<file path="src/design/five_bit_to_prefix_code_transcoder_assert.svh">
`ifndef FIVE_BIT_TO_PREFIX_CODE_TRANSCODER_ASSERT_SVH
`define FIVE_BIT_TO_PREFIX_CODE_TRANSCODER_ASSERT_SVH

// Property that holds at every clock edge outside reset.
`define FBPC_ASSERT(lbl, clk, rst, prop, msg) \
  lbl: assert property (@(posedge clk) disable iff (rst) (prop)) else $error(msg);

// Antecedent in one cycle implies consequent in the next.
`define FBPC_ASSERT_NEXT(lbl, clk, rst, ante, cons, msg) \
  lbl: assert property (@(posedge clk) disable iff (rst) (ante) |=> (cons)) else $error(msg);

`endif

</file>
<file path="src/design/fbpc_pkg.sv">
package fbpc_pkg;

  localparam logic [7:0] NEWLINE_CHAR = 8'h0A;

  typedef struct packed {
    logic [7:0] in_char;
    logic       line_end;
  } in_item_t;

  typedef struct packed {
    logic [7:0] out_char;
    logic       last;
  } out_item_t;

  // Decoded characters of one input word, oldest in ch0.
  typedef struct packed {
    logic [1:0] cnt;
    logic [7:0] ch0;
    logic [7:0] ch1;
  } dec_res_t;

  typedef struct packed {
    logic       valid;
    logic [4:0] idx;
  } sym_t;

  typedef struct packed {
    logic [3:0] len;
    logic [7:0] ch;
  } code_t;

  function automatic sym_t sym_map(input logic [7:0] c);
    sym_t s;
    s.valid = 1'b1;
    s.idx   = 5'd0;
    case (c) inside
      [8'h41:8'h5A]: s.idx = 5'(c - 8'h41);
      8'h20:         s.idx = 5'd26;
      8'h2E:         s.idx = 5'd27;
      8'h2C:         s.idx = 5'd28;
      8'h2D:         s.idx = 5'd29;
      8'h27:         s.idx = 5'd30;
      8'h3F:         s.idx = 5'd31;
      default:       s.valid = 1'b0;
    endcase
    return s;
  endfunction

  // The code is complete: any 8-bit window starts with exactly one codeword.
  function automatic code_t decode8(input logic [7:0] w);
    code_t d;
    d.len = 4'd8;
    d.ch  = 8'h5A;
    case (w) inside
      8'b101?????: begin d.len = 4'd3; d.ch = 8'h20; end
      8'b110?????: begin d.len = 4'd3; d.ch = 8'h45; end
      8'b111?????: begin d.len = 4'd3; d.ch = 8'h50; end
      8'b0101????: begin d.len = 4'd4; d.ch = 8'h43; end
      8'b0001????: begin d.len = 4'd4; d.ch = 8'h44; end
      8'b0111????: begin d.len = 4'd4; d.ch = 8'h49; end
      8'b0110????: begin d.len = 4'd4; d.ch = 8'h4B; end
      8'b1000????: begin d.len = 4'd4; d.ch = 8'h52; end
      8'b01001???: begin d.len = 4'd5; d.ch = 8'h46; end
      8'b00100???: begin d.len = 4'd5; d.ch = 8'h4C; end
      8'b00101???: begin d.len = 4'd5; d.ch = 8'h4F; end
      8'b00110???: begin d.len = 4'd5; d.ch = 8'h53; end
      8'b00111???: begin d.len = 4'd5; d.ch = 8'h54; end
      8'b000000??: begin d.len = 4'd6; d.ch = 8'h27; end
      8'b000011??: begin d.len = 4'd6; d.ch = 8'h2C; end
      8'b010001??: begin d.len = 4'd6; d.ch = 8'h2E; end
      8'b000001??: begin d.len = 4'd6; d.ch = 8'h3F; end
      8'b100101??: begin d.len = 4'd6; d.ch = 8'h41; end
      8'b010000??: begin d.len = 4'd6; d.ch = 8'h48; end
      8'b000010??: begin d.len = 4'd6; d.ch = 8'h57; end
      8'b10010001: d.ch = 8'h2D;
      8'b10011010: d.ch = 8'h42;
      8'b10011011: d.ch = 8'h47;
      8'b10011000: d.ch = 8'h4A;
      8'b10011001: d.ch = 8'h4D;
      8'b10011110: d.ch = 8'h4E;
      8'b10011111: d.ch = 8'h51;
      8'b10011100: d.ch = 8'h55;
      8'b10011101: d.ch = 8'h56;
      8'b10010010: d.ch = 8'h58;
      8'b10010011: d.ch = 8'h59;
      default:     d.ch = 8'h5A;
    endcase
    return d;
  endfunction

endpackage

</file>
<file path="src/design/fbpc_core.sv">
module fbpc_core (
  input  logic               clk,
  input  logic               rst,
  input  logic               advance,
  input  fbpc_pkg::in_item_t item,
  output fbpc_pkg::dec_res_t res
);

  logic [6:0] pend_bits, pend_bits_next;
  logic [2:0] pend_cnt, pend_cnt_next;

  fbpc_pkg::sym_t  sm;
  fbpc_pkg::code_t d0, d1;
  logic [11:0] acc, win, win2;
  logic [3:0]  total, rem0, keep;
  logic        m0, m1;

  always_comb begin
    sm    = fbpc_pkg::sym_map(item.in_char);
    acc   = {pend_bits, sm.idx};
    total = {1'b0, pend_cnt} + 4'd5;
    // left-align the valid bits so each window starts at bit 11
    win   = acc << (4'd12 - total);
    d0    = fbpc_pkg::decode8(win[11:4]);
    m0    = d0.len <= total;
    rem0  = m0 ? total - d0.len : total;
    win2  = win << d0.len;
    d1    = fbpc_pkg::decode8(win2[11:4]);
    m1    = m0 && (d1.len <= rem0);
    keep  = m1 ? rem0 - d1.len : rem0;

    res.cnt        = 2'd0;
    res.ch0        = d0.ch;
    res.ch1        = d1.ch;
    pend_bits_next = pend_bits;
    pend_cnt_next  = pend_cnt;
    if (item.line_end) begin
      res.cnt        = 2'd1;
      res.ch0        = fbpc_pkg::NEWLINE_CHAR;
      pend_bits_next = 7'd0;
      pend_cnt_next  = 3'd0;
    end else if (sm.valid) begin
      res.cnt        = {m1, m0 & ~m1};
      pend_cnt_next  = keep[2:0];
      pend_bits_next = acc[6:0] & ((7'd1 << keep[2:0]) - 7'd1);
    end
  end

  always_ff @(posedge clk) begin
    if (rst) begin
      pend_bits <= 7'd0;
      pend_cnt  <= 3'd0;
    end else if (advance) begin
      pend_bits <= pend_bits_next;
      pend_cnt  <= pend_cnt_next;
    end
  end

endmodule

</file>
<file path="src/design/fbpc_out_buf.sv">
`include "five_bit_to_prefix_code_transcoder_assert.svh"

module fbpc_out_buf (
  input  logic                clk,
  input  logic                rst,
  input  logic                load,
  input  fbpc_pkg::dec_res_t  res,
  output logic                load_ok,
  output logic                out_valid,
  input  logic                out_ready,
  output fbpc_pkg::out_item_t out_data
);

  logic [1:0] cnt;
  logic [7:0] slot0, slot1;
  logic       fire;

  assign out_valid         = cnt != 2'd0;
  assign fire              = out_valid && out_ready;
  assign out_data.out_char = slot0;
  assign out_data.last     = cnt == 2'd1;
  // take new results when empty or when the final word leaves this cycle
  assign load_ok           = (cnt == 2'd0) || ((cnt == 2'd1) && out_ready);

  always_ff @(posedge clk) begin
    if (rst) begin
      cnt <= 2'd0;
    end else if (load) begin
      cnt <= res.cnt;
    end else if (fire) begin
      cnt <= cnt - 2'd1;
    end
  end

  always_ff @(posedge clk) begin
    if (load) begin
      slot0 <= res.ch0;
      slot1 <= res.ch1;
    end else if (fire) begin
      slot0 <= slot1;
    end
  end

  `FBPC_ASSERT(a_cnt_range, clk, rst, cnt != 2'd3, "result count out of range")
  `FBPC_ASSERT(a_load_safe, clk, rst, !load || cnt == 2'd0 || (cnt == 2'd1 && fire), "load overwrites pending word")
  `FBPC_ASSERT_NEXT(a_second_word, clk, rst, fire && cnt == 2'd2 && !load, cnt == 2'd1 && slot0 == $past(slot1), "second word not advanced")

endmodule

</file>
<file path="src/design/five_bit_to_prefix_code_transcoder.sv">
// Five-bit to prefix-code transcoder.
// Input channel (in_valid/in_ready/in_data): one ASCII character per word, or
// a line end. Alphabet characters add five bits (A-Z, space . , - ' ?) to a
// small pending buffer; other characters add nothing. The bits are decoded
// with a fixed prefix code of 3 to 8 bits.
// Output channel (out_valid/out_ready/out_data): decoded characters, zero to
// two per input word; last marks the final one. A line end gives a single
// newline word with last set and drops the pending bits.
// The first result word passes the input register, then the result register,
// before it is offered.
// Throughput: one input word per cycle when it yields at most one result and
// out_ready is high; a word that yields two holds the next input word back until
// its first result is taken; the single-word output port sets this. A new input
// word is taken while the last result of the previous one is being handed off.
// When the receiver stalls, results hold in the result register, then the input register fills and in_ready drops.
// Reset (rst, synchronous) empties both registers and clears pending bits.
module five_bit_to_prefix_code_transcoder (
  input  logic                clk,
  input  logic                rst,
  input  logic                in_valid,
  output logic                in_ready,
  input  fbpc_pkg::in_item_t  in_data,
  output logic                out_valid,
  input  logic                out_ready,
  output fbpc_pkg::out_item_t out_data
);

  fbpc_pkg::in_item_t in_q;
  logic               in_q_valid;
  logic               load_ok, advance;
  fbpc_pkg::dec_res_t res;

  assign advance  = in_q_valid && load_ok;
  assign in_ready = !in_q_valid || advance;

  always_ff @(posedge clk) begin
    if (rst) begin
      in_q_valid <= 1'b0;
    end else if (in_ready) begin
      in_q_valid <= in_valid;
    end
  end

  always_ff @(posedge clk) begin
    if (in_ready && in_valid) begin
      in_q <= in_data;
    end
  end

  fbpc_core u_core (
    .clk     (clk),
    .rst     (rst),
    .advance (advance),
    .item    (in_q),
    .res     (res)
  );

  fbpc_out_buf u_out_buf (
    .clk       (clk),
    .rst       (rst),
    .load      (advance),
    .res       (res),
    .load_ok   (load_ok),
    .out_valid (out_valid),
    .out_ready (out_ready),
    .out_data  (out_data)
  );

endmodule

</file>
<file path="config.mk">
export PLATFORM = sky130hd
export DESIGN_NAME = five_bit_to_prefix_code_transcoder
export DESIGN_NICKNAME = d
export VERILOG_FILES = /design/src/design/fbpc_pkg.sv /design/src/design/fbpc_core.sv /design/src/design/fbpc_out_buf.sv /design/src/design/five_bit_to_prefix_code_transcoder.sv
export VERILOG_INCLUDE_DIRS = /design/src /design/src/design
export SDC_FILE = /design/constraint.sdc
export NUM_CORES = 1
export LEC_CHECK = 0
export ABC_AREA = 1
export BUFFER_PORTS_ARGS = -buffer_cell sky130_fd_sc_hd__buf_2
export CAP_MARGIN = 25
export CORE_MARGIN = 4
export CORE_UTILIZATION = 63
export CTS_BUF_LIST = sky130_fd_sc_hd__clkbuf_8
export CTS_CLUSTER_DIAMETER = 100
export DETAILED_ROUTE_END_ITERATION = 10
export PLACE_DENSITY_LB_ADDON = 0.12
export SYNTH_ARGS = -nofsm -noshare
export SYNTH_HDL_FRONTEND = slang
export SYNTH_SLANG_ARGS = --single-unit
export TNS_END_PERCENT = 20
</file>
<file path="constraint.sdc">
create_clock -name clk -period 12 [get_ports clk]
set_clock_uncertainty 0.1 [all_clocks]
set_input_delay 1.2 -clock clk [delete_from_list [all_inputs] [get_ports clk]]
set_output_delay 1.2 -clock clk [all_outputs]
set_load 0.005 [all_outputs]
</file>
# Word-level counts from Yosys, hierarchy flattened
# Cells that the tools add are included.
[totals] register_bits=38 inputBits=13 word_cells=244
[op_classes] add_sub_neg=7 n_lt_le_gt_ge=4 eq_ne=67 n_shift=3 mux=128 bitwise=3 reduce_logical=20
[ops] operator="$mux 8" n=31
[ops] operator="$mux 7" n=31
[ops] operator="$eq 8x8->1 const B" n=22
[ops] operator="$mux 4" n=42
[ops] operator="$eq 8x6->1 const B" n=6
[ops] operator="$eq 5x3->1 const B" n=8
[ops] operator="$mux 5" n=7
[ops] operator="$reduce_or 30->1" n=1
[ops] operator="$eq 4x3->1 const B" n=6
[ops] operator="$eq 6x2->1 const B" n=4
[ops] operator="$eq 6x5->1 const B" n=4
[ops] operator="$shl 12x4->12" n=2
[ops] operator="$eq 3x3->1 const B" n=6
[ops] operator="$mux 2" n=7
[ops] operator="$eq 6x1->1 const B" n=2
[ops] operator="$eq 6x6->1 const B" n=2
[ops] operator="$logic_not 6->1" n=2
[ops] operator="$eq 5x4->1 const B" n=2
[ops] operator="$mux 3" n=3
[ops] operator="$eq 4x1->1 const B" n=2
[ops] operator="$eq 4x4->1 const B" n=2
[ops] operator="$ge 8x7->1 const B" n=1
[ops] operator="$le 4x4->1" n=2
[ops] operator="$le 8x7->1 const B" n=1
[ops] operator="other kinds (22)" n=36

# Logic depth before layout (Yosys ltp)
[depth] ltp_word=62 depth_mapped=48 ltp_nobuf=48

# Modules after synthesis
# Synthesis repeated with hierarchy kept, for this count alone.
[unflattened] cells_unflattened=744 hier_area_um2=4767.1
[modules_own_cells] module="fbpc_core" n_inst=1 cells_each=657 area_per_inst_um2=3692.3 seq_area_each_um2=200.2
[modules_own_cells] module="fbpc_out_buf" n_inst=1 cells_each=70 area_per_inst_um2=749.5 seq_area_each_um2=520.5
[modules_own_cells] module="five_bit_to_prefix_code_transcoder" n_inst=1 cells_each=17 area_per_inst_um2=325.3 seq_area_each_um2=290.3

# Worst setup path after synthesis
# OpenSTA, ideal clock, no wires.
[synth_timing] path_type="flip-flop to flip-flop" startpoint="reg in_q[1] (netlist name)" endpoint="reg u_core.pend_bits[6]" setup_ns=0.070 arrival_ns=5.886 t_required_ns=11.830 path_slack_ns=5.943 stages_incl_launch_ff=41 path_buffers=0 period_less_slack_ns=6.057 cell_sequence="edfxtp_1 inv_1 ha_1 o21bai_1 nand2_1 nand2_1 nand2_1 nand2_1 nand2_1 nand3_1 and2_1 nor2_2 nand3_2 nand2_4 nor2_4 nand3_2 nand3_1 nor2_4 (+5 left out) inv_1 a221oi_1 nand2_1 o21ai_0 ha_1 inv_1 nor2_1 o21ai_0 a32o_1 nand2_1 o21ai_0 inv_1 nand3_1 ha_1 o21ai_0 o21ai_0 o2111ai_1 a21oi_1"
[synth_via] elab_chain_len=60 elab_cells_between_ends=120 classes_between="4 x add/sub; 4 x order compare; 44 x eq/ne; 3 x shift; 58 x mux; 1 x bitwise; 6 x reduce/logical"
[synth_lines] item="start: declaration" line="five_bit_to_prefix_code_transcoder.sv:28" text="fbpc_pkg::in_item_t in_q;"
[synth_lines] item="start signal: assignment" line="five_bit_to_prefix_code_transcoder.sv:46" text="in_q <= in_data;"
[synth_lines] item="$eq 8x6->1" line="fbpc_core.sv:19" text="sm = fbpc_pkg::sym_map(item.in_char);"
[synth_lines] item="$mux 5 (7 in a row)" line="fbpc_pkg.sv:36" text="case (c) inside"
[synth_lines] item="$shl 12x4->12" line="fbpc_core.sv:23" text="win = acc << (4'd12 - total);"
[synth_lines] item="$eq 6x2->1" line="fbpc_core.sv:24" text="d0 = fbpc_pkg::decode8(win[11:4]);"
[synth_lines] item="$mux 4 (20 in a row)" line="fbpc_pkg.sv:54" text="case (w) inside"
[synth_lines] item="$shl 12x4->12" line="fbpc_core.sv:27" text="win2 = win << d0.len;"
[synth_lines] item="$eq 6x2->1" line="fbpc_core.sv:28" text="d1 = fbpc_pkg::decode8(win2[11:4]);"
[synth_lines] item="$mux 4 (20 in a row)" line="fbpc_pkg.sv:54"
[synth_lines] item="$le 4x4->1" line="fbpc_core.sv:29" text="m1 = m0 && (d1.len <= rem0);"
[synth_lines] item="$logic_and 1x1->1" line="fbpc_core.sv:29"
[synth_lines] item="$mux 3" line="fbpc_core.sv:30" text="keep = m1 ? rem0 - d1.len : rem0;"
[synth_lines] item="$shl 1x3->7" line="fbpc_core.sv:45" text="pend_bits_next = acc[6:0] & ((7'd1 << keep[2:0]) - 7'd1);"
[synth_lines] item="$sub 7x1->7" line="fbpc_core.sv:45"
[synth_lines] item="$and 7x7->7" line="fbpc_core.sv:45"
[synth_lines] item="$mux 7" line="fbpc_core.sv:42" text="end else if (sm.valid) begin"
[synth_lines] item="$mux 7" line="fbpc_core.sv:37" text="if (item.line_end) begin"
[synth_lines] item="end signal: assignment" line="fbpc_core.sv:54" text="pend_bits <= pend_bits_next;"
[synth_lines] item="end: declaration" line="fbpc_core.sv:9" text="logic [6:0] pend_bits, pend_bits_next;"
# Parallel ways exist; a longest one is shown, timed or not. The select of a mux whose other input is x is not followed.
# A chain may end at the register's enable or synchronous reset.

# Final worst setup path
[layout_timing] startpoint="reg u_core.pend_cnt[0]" endpoint="reg u_core.pend_bits[6]"
[layout_via] elab_chain_len=54 elab_cells_between_ends=96 classes_between="5 x add/sub; 2 x order compare; 38 x eq/ne; 3 x shift; 44 x mux; 1 x bitwise; 3 x reduce/logical"
[layout_lines] item="start: declaration" line="fbpc_core.sv:10" text="logic [2:0] pend_cnt, pend_cnt_next;"
[layout_lines] item="start signal: assignment" line="fbpc_core.sv:55" text="pend_cnt <= pend_cnt_next;"
[layout_lines] item="$add 3x3->4 *" line="fbpc_core.sv:21" text="total = {1'b0, pend_cnt} + 4'd5;"
[layout_lines] item="$sub 4x4->4" line="fbpc_core.sv:23"
[layout_lines] item="$shl 12x4->12" line="fbpc_core.sv:23"
[layout_lines] item="$eq 6x2->1" line="fbpc_core.sv:24"
[layout_lines] item="$mux 4 (20 in a row)" line="fbpc_pkg.sv:54"
[layout_lines] item="$shl 12x4->12" line="fbpc_core.sv:27"
[layout_lines] item="$eq 6x2->1" line="fbpc_core.sv:28"
[layout_lines] item="$mux 4 (20 in a row)" line="fbpc_pkg.sv:54"
[layout_lines] item="$le 4x4->1" line="fbpc_core.sv:29"
[layout_lines] item="$logic_and 1x1->1" line="fbpc_core.sv:29"
[layout_lines] item="$mux 3 *" line="fbpc_core.sv:30"
[layout_lines] item="$shl 1x3->7 *" line="fbpc_core.sv:45"
[layout_lines] item="$sub 7x1->7 *" line="fbpc_core.sv:45"
[layout_lines] item="$and 7x7->7 *" line="fbpc_core.sv:45"
[layout_lines] item="$mux 7 *" line="fbpc_core.sv:42"
[layout_lines] item="$mux 7 *" line="fbpc_core.sv:37"
# Every way passes the cells marked *; elsewhere a longest branch is shown, timed or not. The select of a mux whose other input is x is not followed.

==> metrics.md <==
| Metric | Value |
|---|---|
| Vias | just under 5000 |
| WL final | between 10000 and 15000 microns |
| Unrepaired setup endpoints after global routing | no |
| Register area share after synthesis | between 20% and 30% |
| Placed wire-length estimate | 9870 microns |
| Initial antenna violation count | 0 |
| Fin crit period | ~7.9 ns |
| FILL cells | slightly above 600 |
| Top cell by count, worst path | o21ai_0 |
| Layout cells sized above 1 | between 15 and 20% |
| CTS Buffer Depth | 2 |
| Post-CTS sizing | 0 |
| Hold depth | 2 |
| CP max stage cell | dfxtp_1 |
| Mapped Cells | approximately 720 |
| Grt ovf | 0 |
| Final count of hold timing violations | 0 |
| Total Negative Setup Slacks | 0 ns |
| Cell chosen for the clock root | clkbuf_8 |
| CP Depth | 36 |
| Kind of end point of the critical path | flip-flop |
| CP required | ~12 ns |
| Die area | 0.00869 sq mm |
| CP max FO | 21 |
| Ports | 24 |
| Crit path kind | flip-flop to flip-flop |
| Post-synth EDFFs | 23 |
| DR pass1 iterations | 5 |
| Port buffer count | 22 |
| Antenna diodes | 0 |
| Largest delay share family, worst path | compound AO/OA/AOI/OAI gates |
| Status | finished clean |
| Top post-synthesis cells by area | nand2_1 (16%), edfxtp_1 (15%), nand3_1 (8.6%) |
| Final Wtd Congestion | 0.995 |
| H-tree Lvls | 2 |
| CTS buffer count | 5 |
| Post-Place Setup Slack | 4.40 ns |
| Largest net degree at the start of global routing | 22 |
| Share of flip-flops with an asynchronous set or reset | 0% |
| Synth Area per Inst | 6.37 sq um |
| Number of buffers and inverters on the critical path | 6 |
| Worst skew pair latency | just over 0.3 ns |
| Synth Flop Type | edfxtp_1 |
| 1st-iter DRT viols | roughly 440 |
| Die X | between 90 and 100 microns |
| Row cnt | 30 |
| Placed cells | 823 |
| Synth cell types | 56 |
| Dominant cell type by area after synthesis | nand2_1 |
| Syn. warnings | 0 |
| Hold Crit Class | flip-flop to flip-flop |
| Post-synth top area share | approximately 16% |
| Core area | a little under 0.007 sq mm |
| Vias/cell | around 5.9 |
| Slowest cell delay on critical path | 0.79 ns |
| CTS tree | done |
| Clock Pin Slew Worst Setup and Hold Paths | approximately 0.08 ns |
| P&R area growth vs syn | 5.06% |
| Max_cap viols | 0 |
| Cell Area, Synth | ~0.0046 sq mm |
| Clk sinks | 36 |
| CP startpoint kind | flip-flop |
| Fmax | 0.127 GHz |
| Endpoints failing setup | 0 |
| Detail Route Antenna Nets | 0 |
| DIE HEIGHT | a little over 90 microns |
| Worst-margin pin slew | around 0.92 ns |
| Finished Layout Cells | a little over 800 |
| Drt wl/cell | around 15 microns |
| GRT Resource Usage Total | 28.3% |
| Setup ws final | approximately 4.1 ns |
| #FFs+latches synth | 36 |
| Post-CTS Setup Inserts | 0 |
| DRC errors left | 0 |
| Syn Nets | approximately 750 |
| Crit path arrival time | 7.99 ns |
| Final Cycle Share | 65.5% |
| Slew margin rel. | 38.4% |
| Initial Utilization | between 60 and 70% |
| # nets final | approximately 770 |
| First-pass GRT wire length | about 20000 microns |
| Reg2Reg Depth | 36 |
| Vias in the first global route | around 4300 |
| Slew Viols, Final | 0 |
| Cts hold-fix bufs | 0 |
==> routing by layer <==
layer / routed length, microns / GRT usage, % / up-vias
met5: 0 / 0 / -
met4: 219 / 6.72 / 0
met3: 889 / 3.38 / 28
met2: 5570 / 46.2 / 228
met1: 5530 / 39.7 / 2175
li1: - / - / 2440
==> synthesized netlist by cell type, types with 3 or more instances <==
master and count:
nor2_2 15, ha_1 19, o2111ai_1 3, nor3_1 15, buf_6 3, dfxtp_1 13
edfxtp_1 23, a21oi_2 3, nor2_4 9, buf_4 5, xor2_1 4, nand3_1 79
a21oi_1 25, clkbuf_1 4, o21ai_0 31, nand2_4 5, inv_1 75, nor2_1 64
nand2_1 197, inv_2 20, nand3b_1 3, nand3_2 12, nand4_1 28, nand2_2 14
o21ai_1 7
==> cell usage in the layout, fill, tap and decap left out, types with 3 or more instances in the layout <==
| master | instances |
|---|---|
| a21oi_1 | 25 |
| a21oi_2 | 3 |
| buf_2 | 23 |
| clkbuf_8 | 6 |
| dfxtp_1 | 13 |
| edfxtp_1 | 23 |
| ha_1 | 19 |
| inv_1 | 75 |
| inv_2 | 20 |
| nand2_1 | 197 |
| nand2_2 | 14 |
| nand2_4 | 5 |
| nand3_1 | 79 |
| nand3_2 | 12 |
| nand3b_1 | 3 |
| nand4_1 | 28 |
| nor2_1 | 64 |
| nor2_2 | 15 |
| nor2_4 | 9 |
| nor3_1 | 15 |
| o2111ai_1 | 3 |
| o21ai_0 | 31 |
| o21ai_1 | 7 |
| xor2_1 | 4 |
==> tightest hold or removal path: cells and delay by family, from the launching register on <==
| kind | cells | cell delay, ns |
|---|---|---|
| flip-flops | 1 | 0.32 |
| AND/OR/NAND/NOR | 1 | 0.06 |
| AO/OA/AOI/OAI | 1 | 0.06 |
==> area by class of cell <==
class | instances | area, sq um | area share (%)
Clock buffer | 6 | 82.6 | 1.72
Multi-Input combinational cell | 570 | 3150 | 65.6
Inverter | 98 | 373 | 7.75
Tap cell | 96 | 120 | 2.50
Timing Repair Buffer | 23 | 115 | 2.39
Clock inverter | 2 | 13.8 | 0.286
Sequential cell | 36 | 951 | 19.8
==> sequential cells by signal (all words and copies together), names as in the netlist <==
signal            count
in_q_valid            1
u_core.pend_bits      7
in_q                  9
u_core.pend_cnt       3
u_out_buf.cnt         2
u_out_buf.slot1       7
u_out_buf.slot0       7
==> path summary, 6_finish.rpt <==
path | start | to | slack, ns
setup / recovery | u_core.pend_cnt[0] | u_core.pend_bits[6] | 4.14
hold / removal | u_core.pend_bits[2] | u_core.pend_bits[2] | 0.38
setup reg to reg | u_core.pend_cnt[0] | u_core.pend_bits[6] | 4.14
hold reg to reg | u_core.pend_bits[2] | u_core.pend_bits[2] | 0.38
==> metrics by stage <==
step | utilization [%] | instance area [sq um] | hold slack (ns)
after global placement | 67.8 | 4710 | 0.361
after floorplan | - | 4580 | 0.345
after CTS | 69.3 | 4810 | 0.373
after global routing | 69.3 | 4810 | 0.411
final | 69.3 | 4810 | 0.378
after detailed placement | 67.9 | 4710 | 0.361
==> cells by family (layout without fill, tap and decap cells) <==
| kind of cell | Yosys count | after routing | share of synthesized area, % |
|---|---|---|---|
| XOR/XNOR | 8 | 8 | 2.35 |
| buffers and inverters | 113 | 129 | 10.3 |
| adder cells (fa/ha/maj) | 21 | 21 | 6.07 |
| other | 1 | 1 | 0.0819 |
| AND/OR/NAND/NOR | 452 | 452 | 48.7 |
| flip-flops | 36 | 36 | 20.8 |
| AO/OA/AOI/OAI | 88 | 88 | 11.7 |
Power is left out: the tool's default activity adds up to more than one toggle a clock period on the data nets, which glitch-free logic cannot reach.
